File: src/sv/qrm_pkg.sv
package qrm_pkg;

    typedef struct packed {
        logic signed [15:0] quat_i;
        logic signed [15:0] quat_j;
        logic signed [15:0] quat_k;
        logic signed [15:0] quat_r;
    } quat_t;

    typedef struct packed {
        logic signed [15:0] m00;
        logic signed [15:0] m01;
        logic signed [15:0] m02;
        logic signed [15:0] m10;
        logic signed [15:0] m11;
        logic signed [15:0] m12;
        logic signed [15:0] m20;
        logic signed [15:0] m21;
        logic signed [15:0] m22;
        logic               zero_quat;
    } mat_t;

    localparam int unsigned NUM_ENTRIES = 9;
    localparam int unsigned NORM_W      = 33;
    localparam int unsigned REM_W       = 34;
    localparam int unsigned NUM_W       = 35;

    typedef struct packed {
        logic [30:0]        ii;
        logic [30:0]        jj;
        logic [30:0]        kk;
        logic [30:0]        rr;
        logic signed [31:0] ij;
        logic signed [31:0] ik;
        logic signed [31:0] jk;
        logic signed [31:0] ir;
        logic signed [31:0] jr;
        logic signed [31:0] kr;
    } prod_t;

    typedef struct packed {
        logic [NORM_W-1:0]                        norm;
        logic [NUM_ENTRIES-1:0][NUM_W-1:0]        num;
    } numer_t;

    typedef struct packed {
        logic                   valid;
        logic                   zero;
        logic [NUM_ENTRIES-1:0] neg;
        logic [NORM_W-1:0]      norm;
    } dctl_t;

endpackage

File: src/sv/qrm_numer.sv
module qrm_numer (
    input  logic                                                  clk,
    input  logic                                                  rst_n,
    input  logic                                                  en,
    input  logic                                                  prod_valid,
    input  qrm_pkg::prod_t                                        prod,
    output qrm_pkg::dctl_t                                        ctl,
    output logic [qrm_pkg::NUM_ENTRIES-1:0][qrm_pkg::REM_W-1:0]   mag
);

    logic            num_valid_reg;
    logic            ctl_valid_reg;
    qrm_pkg::numer_t numer_reg;
    qrm_pkg::numer_t numer_next;
    qrm_pkg::dctl_t  ctl_reg;
    qrm_pkg::dctl_t  ctl_next;
    logic [qrm_pkg::NUM_ENTRIES-1:0][qrm_pkg::REM_W-1:0] mag_reg;
    logic [qrm_pkg::NUM_ENTRIES-1:0][qrm_pkg::REM_W-1:0] mag_next;

    logic signed [34:0] s_ii, s_jj, s_kk, s_rr, s_ij, s_ik, s_jk, s_ir, s_jr, s_kr, s_n;
    logic signed [34:0] nv;
    logic signed [34:0] nabs;

    always_comb
    begin
        s_ii = $signed({4'b0, prod.ii});
        s_jj = $signed({4'b0, prod.jj});
        s_kk = $signed({4'b0, prod.kk});
        s_rr = $signed({4'b0, prod.rr});
        s_ij = $signed({{3{prod.ij[31]}}, prod.ij});
        s_ik = $signed({{3{prod.ik[31]}}, prod.ik});
        s_jk = $signed({{3{prod.jk[31]}}, prod.jk});
        s_ir = $signed({{3{prod.ir[31]}}, prod.ir});
        s_jr = $signed({{3{prod.jr[31]}}, prod.jr});
        s_kr = $signed({{3{prod.kr[31]}}, prod.kr});
        s_n  = s_ii + s_jj + s_kk + s_rr;
        numer_next.norm   = s_n[32:0];
        numer_next.num[0] = s_n - ((s_jj + s_kk) <<< 1);
        numer_next.num[1] = (s_ij - s_kr) <<< 1;
        numer_next.num[2] = (s_ik + s_jr) <<< 1;
        numer_next.num[3] = (s_ij + s_kr) <<< 1;
        numer_next.num[4] = s_n - ((s_ii + s_kk) <<< 1);
        numer_next.num[5] = (s_jk - s_ir) <<< 1;
        numer_next.num[6] = (s_ik - s_jr) <<< 1;
        numer_next.num[7] = (s_jk + s_ir) <<< 1;
        numer_next.num[8] = s_n - ((s_ii + s_jj) <<< 1);
    end

    always_comb
    begin
        nv   = '0;
        nabs = '0;
        ctl_next.valid = num_valid_reg;
        ctl_next.norm  = numer_reg.norm;
        ctl_next.zero  = (numer_reg.norm == '0);
        for (int e = 0; e < qrm_pkg::NUM_ENTRIES; e++)
        begin
            nv             = $signed(numer_reg.num[e]);
            nabs           = nv[34] ? -nv : nv;
            ctl_next.neg[e] = nv[34];
            mag_next[e]    = nabs[33:0];
        end
    end

    always_ff @(posedge clk or negedge rst_n)
    begin
        if (!rst_n)
        begin
            num_valid_reg <= 1'b0;
            ctl_valid_reg <= 1'b0;
        end
        else if (en)
        begin
            num_valid_reg <= prod_valid;
            ctl_valid_reg <= ctl_next.valid;
        end
    end

    always_ff @(posedge clk)
    begin
        if (en)
        begin
            numer_reg <= numer_next;
            ctl_reg   <= ctl_next;
            mag_reg   <= mag_next;
        end
    end

    always_comb
    begin
        ctl       = ctl_reg;
        ctl.valid = ctl_valid_reg;
    end

    assign mag = mag_reg;

endmodule

File: config.mk
export PLATFORM = sky130hd
export DESIGN_NAME = qrm_numer
export DESIGN_NICKNAME = d
export VERILOG_FILES = /design/src/sv/qrm_pkg.sv /design/src/sv/qrm_numer.sv
export SDC_FILE = /design/constraint.sdc
export NUM_CORES = 2
export LEC_CHECK = 0
export BUFFER_PORTS_ARGS = -buffer_cell sky130_fd_sc_hd__buf_2
export CAP_MARGIN = 30
export CELL_PAD_IN_SITES_DETAIL_PLACEMENT = 0
export CELL_PAD_IN_SITES_GLOBAL_PLACEMENT = 2
export CORE_ASPECT_RATIO = 0.8
export CORE_MARGIN = 4
export CORE_UTILIZATION = 38
export CTS_CLUSTER_DIAMETER = 30
export DETAILED_ROUTE_END_ITERATION = 10
export GPL_TIMING_DRIVEN = 0
export PLACE_DENSITY_LB_ADDON = 0.1
export SLEW_MARGIN = 20
export SYNTH_ARGS = -nofsm -noshare
export SYNTH_HDL_FRONTEND = slang
export SYNTH_SLANG_ARGS = --single-unit
File: constraint.sdc
create_clock -name clk -period 4.13 [get_ports clk]
set_input_delay 0.826 -clock clk [delete_from_list [all_inputs] [get_ports clk]]
set_output_delay 0.826 -clock clk [all_outputs]
set_load 0.01 [all_outputs]
* Yosys cells after proc, flatten, opt, wreduce, memory -nomap -nowiden
Index checks and enable logic that the tools add are counted.
** Storage, ports and cells
- Register bits :: 687
- Bits in latches :: 0
- Memory bits (writable) :: 0
- ROM bits :: 0
- Memories :: 0
** Cells by class
- Add/subtract/negate cells :: 23
- $mul :: 0
- Div/mod/pow operators :: 0
- Order comparisons :: 0
- Equal/unequal tests :: 0
- Shifts and indexed selects :: 0
- Muxes and demuxes :: 9
- Bitwise logic cells :: 0
- Reductions and logical operators :: 1
** Operators by type and width (number)
- $mux 34 :: 9
- $neg 34->34 :: 9
- $sub 35x34->35 :: 3
- $add 32x32->33 :: 3
- $sub 32x32->33 :: 3
- $add 31x31->32 :: 3
- $add 35x32->35 :: 2
- $logic_not 33->1 :: 1

* Depth between registers and ports, before layout
- Depth in word-level cells :: 4
- Mapped depth :: 37

* Worst setup path after synthesis
OpenSTA, ideal clock, no wires.
- Path kind :: input-to-reg
- From :: in prod[255] (netlist bit)
- To :: reg numer_reg[32] (netlist bit) (data pin)
- Setup time :: 0.259 ns
- Data arrival time :: 7.327 ns
- Slack :: -3.455 ns
- Cell stages on the path :: 33
- Path buffers :: 1
- Cell sequence :: ha_1 > a211oi_1 > nor2_1 > o21a_1 > o21ai_0 > a21oi_1 > a21o_1 > a21oi_1 > nor2b_1 > a21boi_0 > xor2_1 > inv_1 > fa_1 > ha_1 > buf_6 > a21o_1 > a21o_1 > a221o_1 > a21oi_1 > xnor2_1 > ha_1 > a21o_1 > a21oi_1 > nor2b_1 > a311o_1 > a31oi_4 > o211ai_1 > a41o_1 > a31oi_2 > o21ai_2 > maj3_2 > a21o_1 > xor2_1
** RTL lines
- from (decl) :: line qrm_numer.sv:6 : input qrm_pkg::prod_t prod,
- to (signal assigned) :: line qrm_numer.sv:83 : numer_reg <= numer_next;
- to (decl) :: line qrm_numer.sv:13 : qrm_pkg::numer_t numer_reg;

==> out/metrics.yaml <==
clocking:
  cts_buffers: 155
  clk_path_buf_depth: 3
  cts_max_level: 4
  clock_latency_ps: 750
  root_buffer: "clkbuf_16"
  cts_tree: "built"
  cts.sinks: 669
  clk_pin_slew_ps: 40
setup_path:
  crit_required_ps: 4620
  ff2ff_path_depth: 11
  r2r_setup_slack_ps: 290
  critical_path.max_stage_delay_ps: 500
  cp-end-kind: "register"
  timing.rr.start: "ctl_next[0]$_DFFE_PP_"
  cp-start-kind: "primary input"
  worstPathArrival_ps: 7400
  reg2reg_to: "mag[296]$_DFFE_PP_"
  slowest_stage: "fa_1"
  cp_max_fo: 5
  path_class: "in -> reg"
routing:
  vias: 36800
  totalWireLength_mm: 150
  ant_nets: 0
  vias_per_cell: 5.14
  post_drt_wl_per_cell_um: 21.0
  drcViolationCount: 0
  drtIter0Drc: 2234
  dr.pass1.iters: 5
timing:
  period_share_pct: 167
  fin_crit_ps: 6910
  worst_pin_slew_ps: 983
  finalWorstSetupSlack_ps: -2780
  relSlewSlack_pct: 34.5
  timing.final.hold_violations: 0
  setup_violations: 99
  tns_ps: -155850
  max_freq_mhz: 145
  drv_slew: 0
  finClkSkew_ps: 23.6
  timing.hold.ws_ps: 322
  rsz0062_at_grt: "yes"
grt:
  grt_max_degree: 109
  grt_pass1_vias: 36300
  overflow: 0
  grt_pass1_wl_mm: 219
  track_usage_pct: 22.7
  antenna_found_initial: 39
floorplan:
  die_area_sq_um: 128000
  start_util_pct: 38.3
  ios: 670
  core_sq_um: 121000
  dieHeight_um: 320
  dieWidth_um: 398
  num_rows: 114
power_and_ir_drop:
  switching_share_pct: 37.4
  power_switching_mw: 18.1
  fin_total_pwr_mw: 48.4
  seqPwrFrac_pct: 25.9
  power_density_nw_per_um2: 795
  internal-power_mw: 30.3
  ir_worst_vdd_mv: 0.518
  leakagePower_nw: 24.8
  pwr-share-clk_pct: 25.3
  power_frac_comb_pct: 48.7
yosys:
  async_flop_share_pct: 0.299
  syn-cell-area_sq_um: 46300
  ys_ff_latch: 669
  syn_inst: 4394
  synth_edf_count: 667
  synth-main-ff-cell: "edfxtp_1"
  yosysSeqAreaShare_pct: 43.3
  ys_warn_count: 0
  yosysUniqueCellTypes: 106
  avgSynthCellArea_sq_um: 10.5
place:
  dp_slack_ps: -4220
  place_area_sq_um: 52500
  dp_hpwl_mm: 121
  port_buffers: 663
  gp_congestion: 0.887
layout:
  syn_to_final_growth_pct: 31.4
  fin_nets: 6161
  largest_reg_flops: 295
  post-route-cell-area_sq_um: 60900
  drive_above_1_share_pct: 26.7
flow_run:
  max-cap-violations: 0
min_path:
  hold_class: "in -> reg"
  worstHoldStart: "prod_valid"
  hold-path-cell-count: 2
  min_to: "num_valid_reg$_DFFE_PN0P_"
outcome:
  outcome: "complete, but fails checks"
  violations: "negative setup slack"
-- power groups by stage --
stage	Clock [mW]	Combinational (mW)	Sequential, mW
floorplan	0	12.8	12.5
global placement	0	18.5	12.8
detailed placement	0	18.5	12.6
CTS	12.5	21.0	12.6
global route	12.9	25.7	12.7
finish	12.3	23.6	12.5
-- cells in the mapped netlist (all sizes together), types with 13 or more instances --
cell type,instances,area (sq um)
or4,37,278
o21a,53,398
a21o,102,766
nand3,52,273
a21boi,13,97.6
a211o,13,114
and3,22,138
nand2b,66,413
clkbuf,95,358
inv,329,1240
o21bai,78,586
nor4,32,200
or3,76,475
o21ai,249,1270
nor2b,53,332
nor3,64,325
ha,416,5200
fa,44,881
a211oi,41,350
nor2,281,1060
o31ai,82,621
xnor2,498,4380
a31oi,30,221
o211ai,25,188
edfxtp,667,20000
nand4,18,113
xor2,140,1240
buf,19,138
nand2,240,906
a21oi,335,1690
or2,27,169
o41ai,43,392
-- what timing repair did --
action | in CTS | in global routing
setup endpoints to repair | 112 | 124
buffers inserted | 87 | 77
pin swaps | 109 | 119
endpoints found under the hold margin | 2 | 0
gates resized for setup | 152 | 173
hold buffers | 1 | 0
gates cloned | 0 | 0
-- critical path, delay by kind of cell --
family / cells / cell delay [ps]
adders and majority gates: 5 / 1620
and+or+nand+nor: 7 / 810
xor gates and xnor gates: 3 / 590
AOI/OAI and AO/OA: 16 / 3050
buffers and inverters: 4 / 500
-- placed cells by master (no fill, tap or decap), types with 46 or more instances in the layout --
master	synthesis	layout
nand2_1	238	229
xor2_1	139	125
clkbuf_1	94	100
nand2b_1	66	63
a21o_1	102	102
nor2b_1	53	46
or3_1	76	76
o21ai_0	229	196
xnor2_1	496	467
buf_2	2	660
edfxtp_1	667	667
nor3_1	63	58
ha_1	416	365
nor2_1	279	261
clkbuf_16	0	155
o31ai_1	81	75
o21a_1	53	53
inv_1	327	317
o21bai_1	78	74
a21oi_1	331	282
buf_4	13	128
nand3_1	51	47
-- stage by stage --
stage / util, % / cells
3_5_place_dp: 43.4 / 6695
4_1_cts: 49.1 / 7065
5_1_grt: 50.3 / 7142
3_3_place_gp: 43.2 / 6686
6_report: 50.3 / 7157
2_1_floorplan: - / 4399
-- layout make-up --
type / instances / area [sq um]
Fill cell: 11200 / 60100
Multi-Input combinational cell: 3287 / 26700
Sequential cell: 669 / 20100
Timing Repair Buffer: 832 / 4970
Clock buffer: 172 / 3980
Tap cell: 1624 / 2030
Clock inverter: 114 / 1330
Inverter: 329 / 1250
Buffer: 107 / 483
Antenna cell: 23 / 57.6
-- kinds of logic (layout without fill, tap and decap cells) --
kind of cell,after synthesis,after routing,share of synthesized area [%]
XOR/XNOR,639,639,12.2
AND/OR/NAND/NOR,1002,1002,10.7
buffers and inverters,443,1554,3.75
multiplexers,3,3,0.0702
adder cells (fa/ha/maj),463,463,13.2
flip-flops,669,669,43.3
other,1,29,0.00810
AO/OA/AOI/OAI,1174,1174,16.7
-- how the worst max path moves through the flow --
stage               slack, ps                         to      start  cells after the start
CTS                     -2750           nv[31]$_DFFE_PP_  prod[255]                     31
global placement        -9200  num_valid_reg$_DFFE_PN0P_         en                      2
global route            -3060    numer_reg[32]$_DFFE_PP_  prod[255]                     37
detailed placement      -4220    numer_reg[32]$_DFFE_PP_  prod[255]                     37
floorplan               -2820    numer_reg[32]$_DFFE_PP_  prod[255]                     33
finish                  -2780    numer_reg[32]$_DFFE_PP_  prod[255]                     35
-- per-layer routing --
| layer | vias up | wire length, um | global-route usage (%) |
|---|---|---|---|
| li1 | 18100 | - | - |
| met3 | 270 | 9410 | 4.32 |
| met5 | - | 80 | 0 |
| met1 | 17400 | 64700 | 29.5 |
| met2 | 981 | 70800 | 37.8 |
| met4 | 12 | 5030 | 8.26 |
No activity file was read; power rests on OpenSTA's default activity.
