### src/sv/qrm_pkg.sv
package qrm_pkg;

    typedef struct packed {
        logic signed [15:0] quat_i;
        logic signed [15:0] quat_j;
        logic signed [15:0] quat_k;
        logic signed [15:0] quat_r;
    } quat_t;

    typedef struct packed {
        logic signed [15:0] m00;
        logic signed [15:0] m01;
        logic signed [15:0] m02;
        logic signed [15:0] m10;
        logic signed [15:0] m11;
        logic signed [15:0] m12;
        logic signed [15:0] m20;
        logic signed [15:0] m21;
        logic signed [15:0] m22;
        logic               zero_quat;
    } mat_t;

    localparam int unsigned NUM_ENTRIES = 9;
    localparam int unsigned NORM_W      = 33;
    localparam int unsigned REM_W       = 34;
    localparam int unsigned NUM_W       = 35;

    typedef struct packed {
        logic [30:0]        ii;
        logic [30:0]        jj;
        logic [30:0]        kk;
        logic [30:0]        rr;
        logic signed [31:0] ij;
        logic signed [31:0] ik;
        logic signed [31:0] jk;
        logic signed [31:0] ir;
        logic signed [31:0] jr;
        logic signed [31:0] kr;
    } prod_t;

    typedef struct packed {
        logic [NORM_W-1:0]                        norm;
        logic [NUM_ENTRIES-1:0][NUM_W-1:0]        num;
    } numer_t;

    typedef struct packed {
        logic                   valid;
        logic                   zero;
        logic [NUM_ENTRIES-1:0] neg;
        logic [NORM_W-1:0]      norm;
    } dctl_t;

endpackage

### src/sv/qrm_round.sv
module qrm_round #(
    parameter int FRAC_BITS = 14,
    parameter int QW        = FRAC_BITS + 2
) (
    input  logic                                    clk,
    input  logic                                    rst_n,
    input  logic                                    en,
    input  qrm_pkg::dctl_t                          ctl,
    input  logic [qrm_pkg::NUM_ENTRIES-1:0][QW-1:0] q,
    output logic                                    mat_valid,
    output qrm_pkg::mat_t                           mat
);

    localparam int OW = (QW + 1 > 16) ? QW + 1 : 16;
    localparam int NUM_ENTRIES_M1 = qrm_pkg::NUM_ENTRIES - 1;

    logic                 valid_reg;
    qrm_pkg::mat_t        mat_reg;
    qrm_pkg::mat_t        mat_next;
    logic [NUM_ENTRIES_M1:0][15:0] ent;

    logic [QW:0]   qr;
    logic [QW:0]   one_q;
    logic [OW-1:0] mag_w;
    logic [OW-1:0] res_w;
    logic [OW-1:0] one_w;

    always_comb
    begin
        one_q = (QW + 1)'(1) << FRAC_BITS;
        one_w = OW'(1) << FRAC_BITS;
        qr    = '0;
        mag_w = '0;
        res_w = '0;
        for (int e = 0; e < qrm_pkg::NUM_ENTRIES; e++)
        begin
            qr = ({1'b0, q[e]} + (QW + 1)'(1)) >> 1;
            if (qr > one_q)
            begin
                qr = one_q;
            end
            mag_w  = OW'(qr);
            res_w  = ctl.neg[e] ? (~mag_w + OW'(1)) : mag_w;
            ent[e] = res_w[15:0];
            if (ctl.zero)
            begin
                ent[e] = ((e % 4) == 0) ? one_w[15:0] : 16'd0;
            end
        end
        mat_next.m00       = ent[0];
        mat_next.m01       = ent[1];
        mat_next.m02       = ent[2];
        mat_next.m10       = ent[3];
        mat_next.m11       = ent[4];
        mat_next.m12       = ent[5];
        mat_next.m20       = ent[6];
        mat_next.m21       = ent[7];
        mat_next.m22       = ent[8];
        mat_next.zero_quat = ctl.zero;
    end

    always_ff @(posedge clk or negedge rst_n)
    begin
        if (!rst_n)
        begin
            valid_reg <= 1'b0;
        end
        else if (en)
        begin
            valid_reg <= ctl.valid;
        end
    end

    always_ff @(posedge clk)
    begin
        if (en)
        begin
            mat_reg <= mat_next;
        end
    end

    assign mat_valid = valid_reg;
    assign mat       = mat_reg;

endmodule

### config.mk
export PLATFORM = sky130hd
export DESIGN_NAME = qrm_round
export DESIGN_NICKNAME = d
export VERILOG_FILES = /design/src/sv/qrm_pkg.sv /design/src/sv/qrm_round.sv
export SDC_FILE = /design/constraint.sdc
export NUM_CORES = 1
export LEC_CHECK = 0
export ABC_AREA = 0
export BUFFER_PORTS_ARGS = -buffer_cell sky130_fd_sc_hd__clkbuf_2
export CAP_MARGIN = 40
export CORE_UTILIZATION = 56
export CTS_BUF_LIST = sky130_fd_sc_hd__clkbuf_2 sky130_fd_sc_hd__clkbuf_4 sky130_fd_sc_hd__clkbuf_8
export CTS_CLUSTER_SIZE = 16
export DETAILED_ROUTE_END_ITERATION = 6
export GPL_ROUTABILITY_DRIVEN = 0
export GPL_TIMING_DRIVEN = 0
export PLACE_DENSITY = 0.83
export SLEW_MARGIN = 10
export SYNTH_ARGS = -nofsm -noshare
export SYNTH_HDL_FRONTEND = slang
export SYNTH_SLANG_ARGS = --single-unit
### constraint.sdc
create_clock -name clk -period 0.9 [get_ports clk]
set_clock_uncertainty 0.15 [all_clocks]
set_input_delay 0.18 -clock clk [delete_from_list [all_inputs] [get_ports clk]]
set_output_delay 0.18 -clock clk [all_outputs]
set_load 0.02 [all_outputs]
==> impl_metrics.toml, run 1 <==
[run_status]
status = "stopped before the end"
failing_step = "global routing (5_1_grt)"
error_line = "[ERROR GRT-0232] Routing congestion too high. Check the congestion heatmap in the GUI."

[synth]
synth.yosys.seq_area_share = 0.319
ys_types = 89
ys_warn_count = 0
synth_area_sq_um = 13700
synth_top_family_by_area = "simple AND/OR/NAND/NOR gates"
ys_ff_latch = 146
synthMuxAreaShare = 0.0328
synth_ff_type = "edfxtp_1"
async_flop_share = 0.00685
synth-xor-area-share = 0.109
yosys.area_share.simple = 0.282
synth-compound-area-share = 0.194
syn_nets = 1898
synth_edf_count = 145
avgSynthCellArea_sq_um = 8.13
synth-adder-area-share = 0.0164
netlist_instances = 1689

[clock_tree]
cts_sinks = 146
cts_buffers = 17
root_buffer = "clkbuf_8"
clk_path_buf_depth = 2
htree_levels = 4

[floorplan]
rows = 56
fp.dieW_um = 159
initial_core_util = 0.578
io-pin-count = 337
die_h_um = 159

[timing]
worst-ep-kind = "register input"
postGrtWorstEndpoint = "mat[139]$_SDFFCE_PP0P_/D"

[global_route]
grtUsageTotal = 1.03
grt_max_degree = 77
gr-total-overflow = 2379

[placement]
portBuffers = 257
dp_hpwl_um = 32800
pre_cts_ws_ns = -3.00
[synthesized netlist by cell type, drive strengths merged, types with 6 or more instances]
cell type	number	share of area
a211o	8	0.0051
a211oi	16	0.0091
a21boi	7	0.0038
a21o	14	0.0077
a21oi	87	0.032
a311oi	9	0.0070
a31oi	33	0.015
and2	20	0.0091
and3	49	0.022
and4	17	0.011
buf	28	0.010
clkbuf	86	0.024
edfxtp	145	0.32
ha	18	0.016
inv	44	0.012
mux2	16	0.013
mux2i	27	0.020
nand2	174	0.048
nand2b	25	0.011
nand3	79	0.029
nand3b	8	0.0044
nand4	45	0.021
nand4b	8	0.0051
nor2	163	0.045
nor2b	11	0.0050
nor3	77	0.029
nor4	19	0.0096
nor4b	6	0.0038
o211ai	13	0.0071
o21a	12	0.0066
o21ai	79	0.029
o21bai	6	0.0033
o22ai	10	0.0046
o31a	7	0.0045
o31ai	20	0.011
or2	20	0.0091
or3	19	0.0087
or4	11	0.0063
xnor2	109	0.070
xor2	62	0.040
[layer usage]
metal	GRT usage	GRT overflow
met1	0.893	19
met2	1.38	1835
met3	0.738	17
met4	1.21	501
met5	0.468	7
[per-stage QoR]
stage                     cell area, sq um  cells  hold slack, ns   util
after floorplan                      15300   1689          -0.266      -
after global placement               17000   2265          -0.195  0.714
after detailed placement             17000   2270          -0.193  0.718
after CTS                            20900   2515         -0.0672  0.882
[repair_timing]
| action | in CTS |
|---|---|
| hold buffers | 4 |
| gates cloned | 1 |
| pin swaps | 200 |
| buffers inserted | 233 |
| endpoints found under the setup margin | 367 |
| hold endpoints to repair | 6 |
| resized for setup | 396 |
[logic make-up after synthesis]
group | after synthesis
and+or+nand+nor | 760
AOI/OAI and AO/OA | 392
xor gates and xnor gates | 171
buffers and inverters | 159
DFF | 146
muxes | 43
adders and majority gates | 18
==> inputs of run 2 (changes only) <==
CORE_UTILIZATION = 40   (was 56)
CTS_BUF_LIST = default   (was sky130_fd_sc_hd__clkbuf_2 sky130_fd_sc_hd__clkbuf_4 sky130_fd_sc_hd__clkbuf_8)
CTS_CLUSTER_SIZE = default   (was 16)
PLACE_DENSITY = default   (was 0.83)
PLACE_DENSITY_LB_ADDON = 0.15   (was default)
==> run 2 against run 1 <==
Effect of this change: synthesized cell count unchanged; area after synthesis unchanged; the flow now finishes, with violations (negative hold slack, negative setup slack).
==> impl_metrics.toml, run 2 <==
[timing]
slew_viol_final = 0
setup_slack_ns = -2.04
whs_ns = -0.0315
setup_viol = 291
max_freq_mhz = 340
finalCritPeriodShare = 3.27
hold_violations = 1
period_needed_ns = 2.94
rsz0062_at_grt = "true"
slew_headroom = 0.413
tightest_slew_ns = 0.881

[critical_path]
slowest_delay_ns = 0.43
crit_fanout = 4
r2r-start = "mat_valid"
crit_buf_inv = 3
crit_path_end_kind = "flop"
required_ns = 1.00
crit_path_cell_trace = "clkbuf_16 > ha_4 > and3_4 > or4_4 > a311oi_4 > o21ai_4 > o41ai_4 > buf_6 > nand2_4 > ha_4 > nor2b_4 > buf_6 > a311oi_2 > a311oi_1"
cp-start-kind = "input pin"
reg2reg_depth = 1
worstSetupStartpoint = "q[16]"
crit_family = "compound AO/OA/AOI/OAI gates"
critPathArrivalTime_ns = 3.04
path_class = "input pin to flop"
path_depth = 14
critPathSlowestCell = "or4_4"

[finish]
final_nets = 2466
fill_cells = 2484
final_common_cell = "buf_4"
largest_reg_flops = 145
area_delta_synth_final_pct = 69.7
final_cell_mix = "buf_4 (221), buf_6 (170), edfxtp_1 (145)"
multi_input_area_sq_um = 11600
drive_above_1_share = 0.485
regArea_sq_um = 4380
design_area_sq_um = 23300

[clock_tree]
cts_buffers = 17
clk_path_buf_depth = 2
htree_levels = 4
cts-hold-fix-buffers = 3
path_clk_slew_ns = 0.07
clk_latency_ns = 0.43
cts_sinks = 146
root_buffer = "clkbuf_16"
cts_tree = "yes"

[floorplan]
die_area_sq_um = 35100
initial_core_util = 0.408
die_h_um = 187
fp.coreArea_sq_um = 33600
fp.dieW_um = 187
rows = 67
io-pin-count = 337

[drt]
wl_um = 52300
routed_via_density = 5.83
route.detailed.drc = 0
drt-initial-drc-count = 1055
drt-pass1-iter-count = 5
wl_per_cell_um = 19.2
num_vias = 15900
ant_nets = 0

[global_route]
grt_pass1_wl_um = 77600
grtUsageTotal = 0.276
grt_pass1_vias = 14400
antenna_found_initial = 10
grt_max_degree = 79
gr-total-overflow = 0

[synth]
synth_area_sq_um = 13700
synthTopCellsByArea = "edfxtp_1 (32%), xnor2_1 (7.0%), nand2_1 (4.8%)"
async_flop_share = 0.00685
yosysMostFrequentCell = "nand2_1"
synth.yosys.seq_area_share = 0.319
ys_ff_latch = 146
ys_types = 89
netlist_top_cells_count = "nand2_1 (174), nor2_1 (163), edfxtp_1 (145)"
ys_warn_count = 0
synth_edf_count = 145
syn_nets = 1898
synth_ff_type = "edfxtp_1"
synth_top_area_cell = "edfxtp_1"
yosysTopAreaCellShare = 0.317
netlist_instances = 1689
avgSynthCellArea_sq_um = 8.13

[run_status]
status = "finished with violations"
violations = "negative hold slack, negative setup slack"

[min_path]
worstHoldPathCells = 3
min_path_type = "input pin to flop"
worstHoldStart = "q[52]"

[pwr]
total_power_w = 0.0254
ir_worst_vdd_v = 0.00117
leakage_nw = 9.07
powerDensity_nw_per_um2 = 1090

[placement]
dp_hpwl_um = 33700
portBuffers = 257
dpl_cell_area_sq_um = 17300

[run]
maxCapViolations = 0
==> run 2: path summary, 6_finish.rpt <==
check | endpoint | slack, ns
worst max-delay path | mat[125] | -2.04
worst min-delay path | mat[84] | -0.03
worst max register to register | mat_valid | -0.02
worst min register to register | mat_valid | 0.38
max in group asynchronous | mat_valid | 0.04
min in group asynchronous | mat_valid | 0.44
==> run 2: power breakdown <==
| part | internal [W] | switching, W |
|---|---|---|
| sequential | 0.00817 | 0.000255 |
| clock | 0.00418 | 0.00333 |
| combinational | 0.00432 | 0.00509 |
==> run 2: routing by layer <==
layer	vias up	wire length, um	global-route usage
met5	-	31	0
met1	7653	21200	0.353
met4	6	1970	0.112
met3	127	3590	0.0458
li1	7443	-	-
met2	652	25500	0.461
==> run 2: cell families after synthesis <==
group / after synthesis / synth area share
buf+inv: 159 / 0.0462
flops: 146 / 0.319
simple gates: 760 / 0.282
compound gates: 392 / 0.194
fa+ha+maj: 18 / 0.0164
xor+xnor: 171 / 0.109
mux: 43 / 0.0328
==> run 2: tightest hold or removal path, cell delays in order <==
cell and delay (ns):
buf_8 0.09, xnor2_1 0.08, nor2_2 0.09
==> run 2: what timing repair did <==
action | CTS | global route
endpoints found under the setup margin | 369 | 369
endpoints found under the hold margin | 3 | 1
gates resized for setup | 363 | 593
pin swaps | 184 | 182
cloned | 1 | 2
buffers inserted | 212 | 99
==> run 2: per-stage QoR <==
step / setup slack [ns] / cells / TNS [ns] / util
global placement: -3.03 / 2394 / -695.42 / 0.509
finish: -2.04 / 2725 / -271.47 / 0.693
CTS: -1.99 / 2640 / -285.62 / 0.630
global route: -2.14 / 2722 / -286.30 / 0.693
detailed placement: -3.04 / 2403 / -396.29 / 0.513
floorplan: -2.41 / 1689 / -242.61 / -
==> run 2: cell type report <==
| cell class | instances | area share |
|---|---|---|
| clock buffers | 17 | 0.0183 |
| flip-flops and latches | 146 | 0.188 |
| repair buffers | 559 | 0.216 |
| diodes | 7 | 0.000752 |
| multi-input cells | 1384 | 0.500 |
| plain buffers | 104 | 0.0376 |
| well taps | 448 | 0.0241 |
| inverters | 45 | 0.00758 |
| clock inverters | 15 | 0.00741 |
Power figures use the tool's default switching activity.
==> inputs of run 3 (changes only) <==
CORE_ASPECT_RATIO = 0.8   (was default)
clock period = 2.4 ns   (was 0.9 ns; I/O delays follow)
==> run 3 against run 2 <==
Effect of this change: the run ends with negative setup slack left; largest cell class unchanged; sequential power is 63% lower; largest power group unchanged; worst setup slack better by 1.1 ns; highest routed layer unchanged; combinational power is 65% lower; final cell count is 1.2% lower; wire length is 0.20% higher; critical path depth is 1 higher; global-route usage is 0.19 points higher; register-to-register slack better by 1.5 ns; clock power is 64% lower; die area hardly changed; core utilization is 3.9 points lower; hold slack better by 0.16 ns.
==> impl_metrics.toml, run 3 (same netlist as run 2, synthesis figures left out) <==
[run_status]
status = "finished with violations"
violations = "negative setup slack"

[drt]
num_vias = 15700
drt-initial-drc-count = 1141
routed_via_density = 5.83
route.detailed.drc = 0
wl_um = 52400
ant_nets = 0
drt-pass1-iter-count = 6
wl_per_cell_um = 19.5

[clock_tree]
cts_sinks = 146
cts_buffers = 17
htree_levels = 4
path_clk_slew_ns = 0.07
root_buffer = "clkbuf_16"
clk_latency_ns = 0.44
cts_tree = "yes"
clk_path_buf_depth = 2

[finish]
final_core_util = 0.654
drive_above_1_share = 0.462
final_cell_mix = "clkbuf_2 (235), buf_4 (213), edfxtp_1 (145)"
area_delta_synth_final_pct = 60.6
final_common_cell = "clkbuf_2"
largest_reg_flops = 145
final_nets = 2448
final_cells = 2691

[critical_path]
slowest_delay_ns = 0.37
critPathSlowestCell = "a221o_1"
cp-start-kind = "input pin"
path_class = "input pin to flop"
required_ns = 2.45
critPathArrivalTime_ns = 3.37
crit_family = "simple AND/OR/NAND/NOR gates"
crit_fanout = 6
crit_path_end_kind = "flop"
crit_path_cell_trace = "buf_8 > nand4_1 > buf_6 > nor3_4 > mux2_4 > nor3_4 > o2111a_2 > a31oi_4 > nand2b_4 > ha_4 > nand2b_4 > a21oi_4 > a221o_1 > or2_1 > a21o_1"
crit_buf_inv = 2

[placement]
portBuffers = 257
dp_hpwl_um = 35100
place_inst = 2390

[pwr]
leakage_nw = 8.62
powerDensity_nw_per_um2 = 411
ir_worst_vdd_v = 0.000475
total_power_w = 0.00907

[timing]
setup_tns_ns = -44.93
setup_viol = 109
period_needed_ns = 3.31
rsz0062_at_grt = "true"
max_freq_mhz = 302
slew_headroom = 0.380
slew_viol_final = 0
hold_violations = 0
finalCritPeriodShare = 1.38
setup_slack_ns = -0.915
tightest_slew_ns = 0.929

[floorplan]
rows = 60
io-pin-count = 337
initial_core_util = 0.407
fp.dieW_um = 209
die_h_um = 168
die_area_sq_um = 35100
fp.coreArea_sq_um = 33700

[min_path]
min_path_type = "input pin to flop"

[global_route]
gr-total-overflow = 0
grt_max_degree = 100
grtUsageTotal = 0.278
grt_pass1_vias = 14200
grt_pass1_wl_um = 77000
antenna_found_initial = 6

[run]
maxCapViolations = 0
[run 3: cell count changes in the layout (fill, tap and decap cells not counted), moves of 5 or more]
cell      previous run  this run
buf_2               61         8
buf_4              221       213
nor2_2              23        13
nand2_2             20        25
nor2_1             122       136
nand2_4             17        10
buf_6              170        82
clkbuf_2            95       235
[run 3: through the flow]
stage | instance area, sq um | setup slack [ns] | hold slack (ns)
after floorplan | 15300 | -1.21 | 0.0344
final | 22000 | -0.915 | 0.128
after global placement | 17100 | -1.84 | 0.105
after CTS | 20600 | -0.844 | 0.109
after global routing | 22000 | -0.977 | 0.105
after detailed placement | 17200 | -1.85 | 0.106
[run 3: area by class of cell]
| type | instances | area (sq um) |
|---|---|---|
| Fill cell | 2643 | 11700 |
| Multi-Input combinational cell | 1384 | 11300 |
| Sequential cell | 146 | 4380 |
| Timing Repair Buffer | 543 | 4290 |
| Buffer | 102 | 806 |
| Tap cell | 434 | 543 |
| Clock buffer | 17 | 425 |
| Inverter | 45 | 176 |
| Clock inverter | 15 | 145 |
| Antenna cell | 5 | 12.5 |
[run 3: metal layers]
| layer | global-route usage | vias to the layer above | share of wire | wire, um |
|---|---|---|---|---|
| met1 | 0.376 | 7499 | 0.43 | 22700 |
| li1 | - | 7401 | - | - |
| met2 | 0.445 | 666 | 0.47 | 24600 |
| met4 | 0.112 | 2 | 0.037 | 1960 |
| met5 | 0 | - | 0.00032 | 17 |
| met3 | 0.0403 | 123 | 0.061 | 3220 |
[run 3: final timing paths]
check	from	to	slack [ns]	cells past startpoint
hold reg to reg	mat_valid	mat_valid	0.37	1
setup reg to reg	mat_valid	mat_valid	1.50	1
max in group asynchronous	rst_n	mat_valid	1.83	2
min in group asynchronous	rst_n	mat_valid	0.19	2
hold / removal	ctl[43]	mat_valid	0.13	2
setup / recovery	q[7]	mat[143]	-0.91	15
[run 3: power breakdown]
part / internal (W) / switching (W)
Combinational: 0.00139 / 0.00186
Clock: 0.00146 / 0.00122
Sequential: 0.00306 / 0.0000809
Total: 0.00591 / 0.00316
[run 3: what timing repair did]
item / 4_1_cts / 5_1_grt
hold buffers: 1 / 0
hold endpoints to repair: 1 / 0
resized for setup: 286 / 237
buffers inserted: 208 / 107
setup endpoints to repair: 125 / 133
pin swaps: 163 / 170
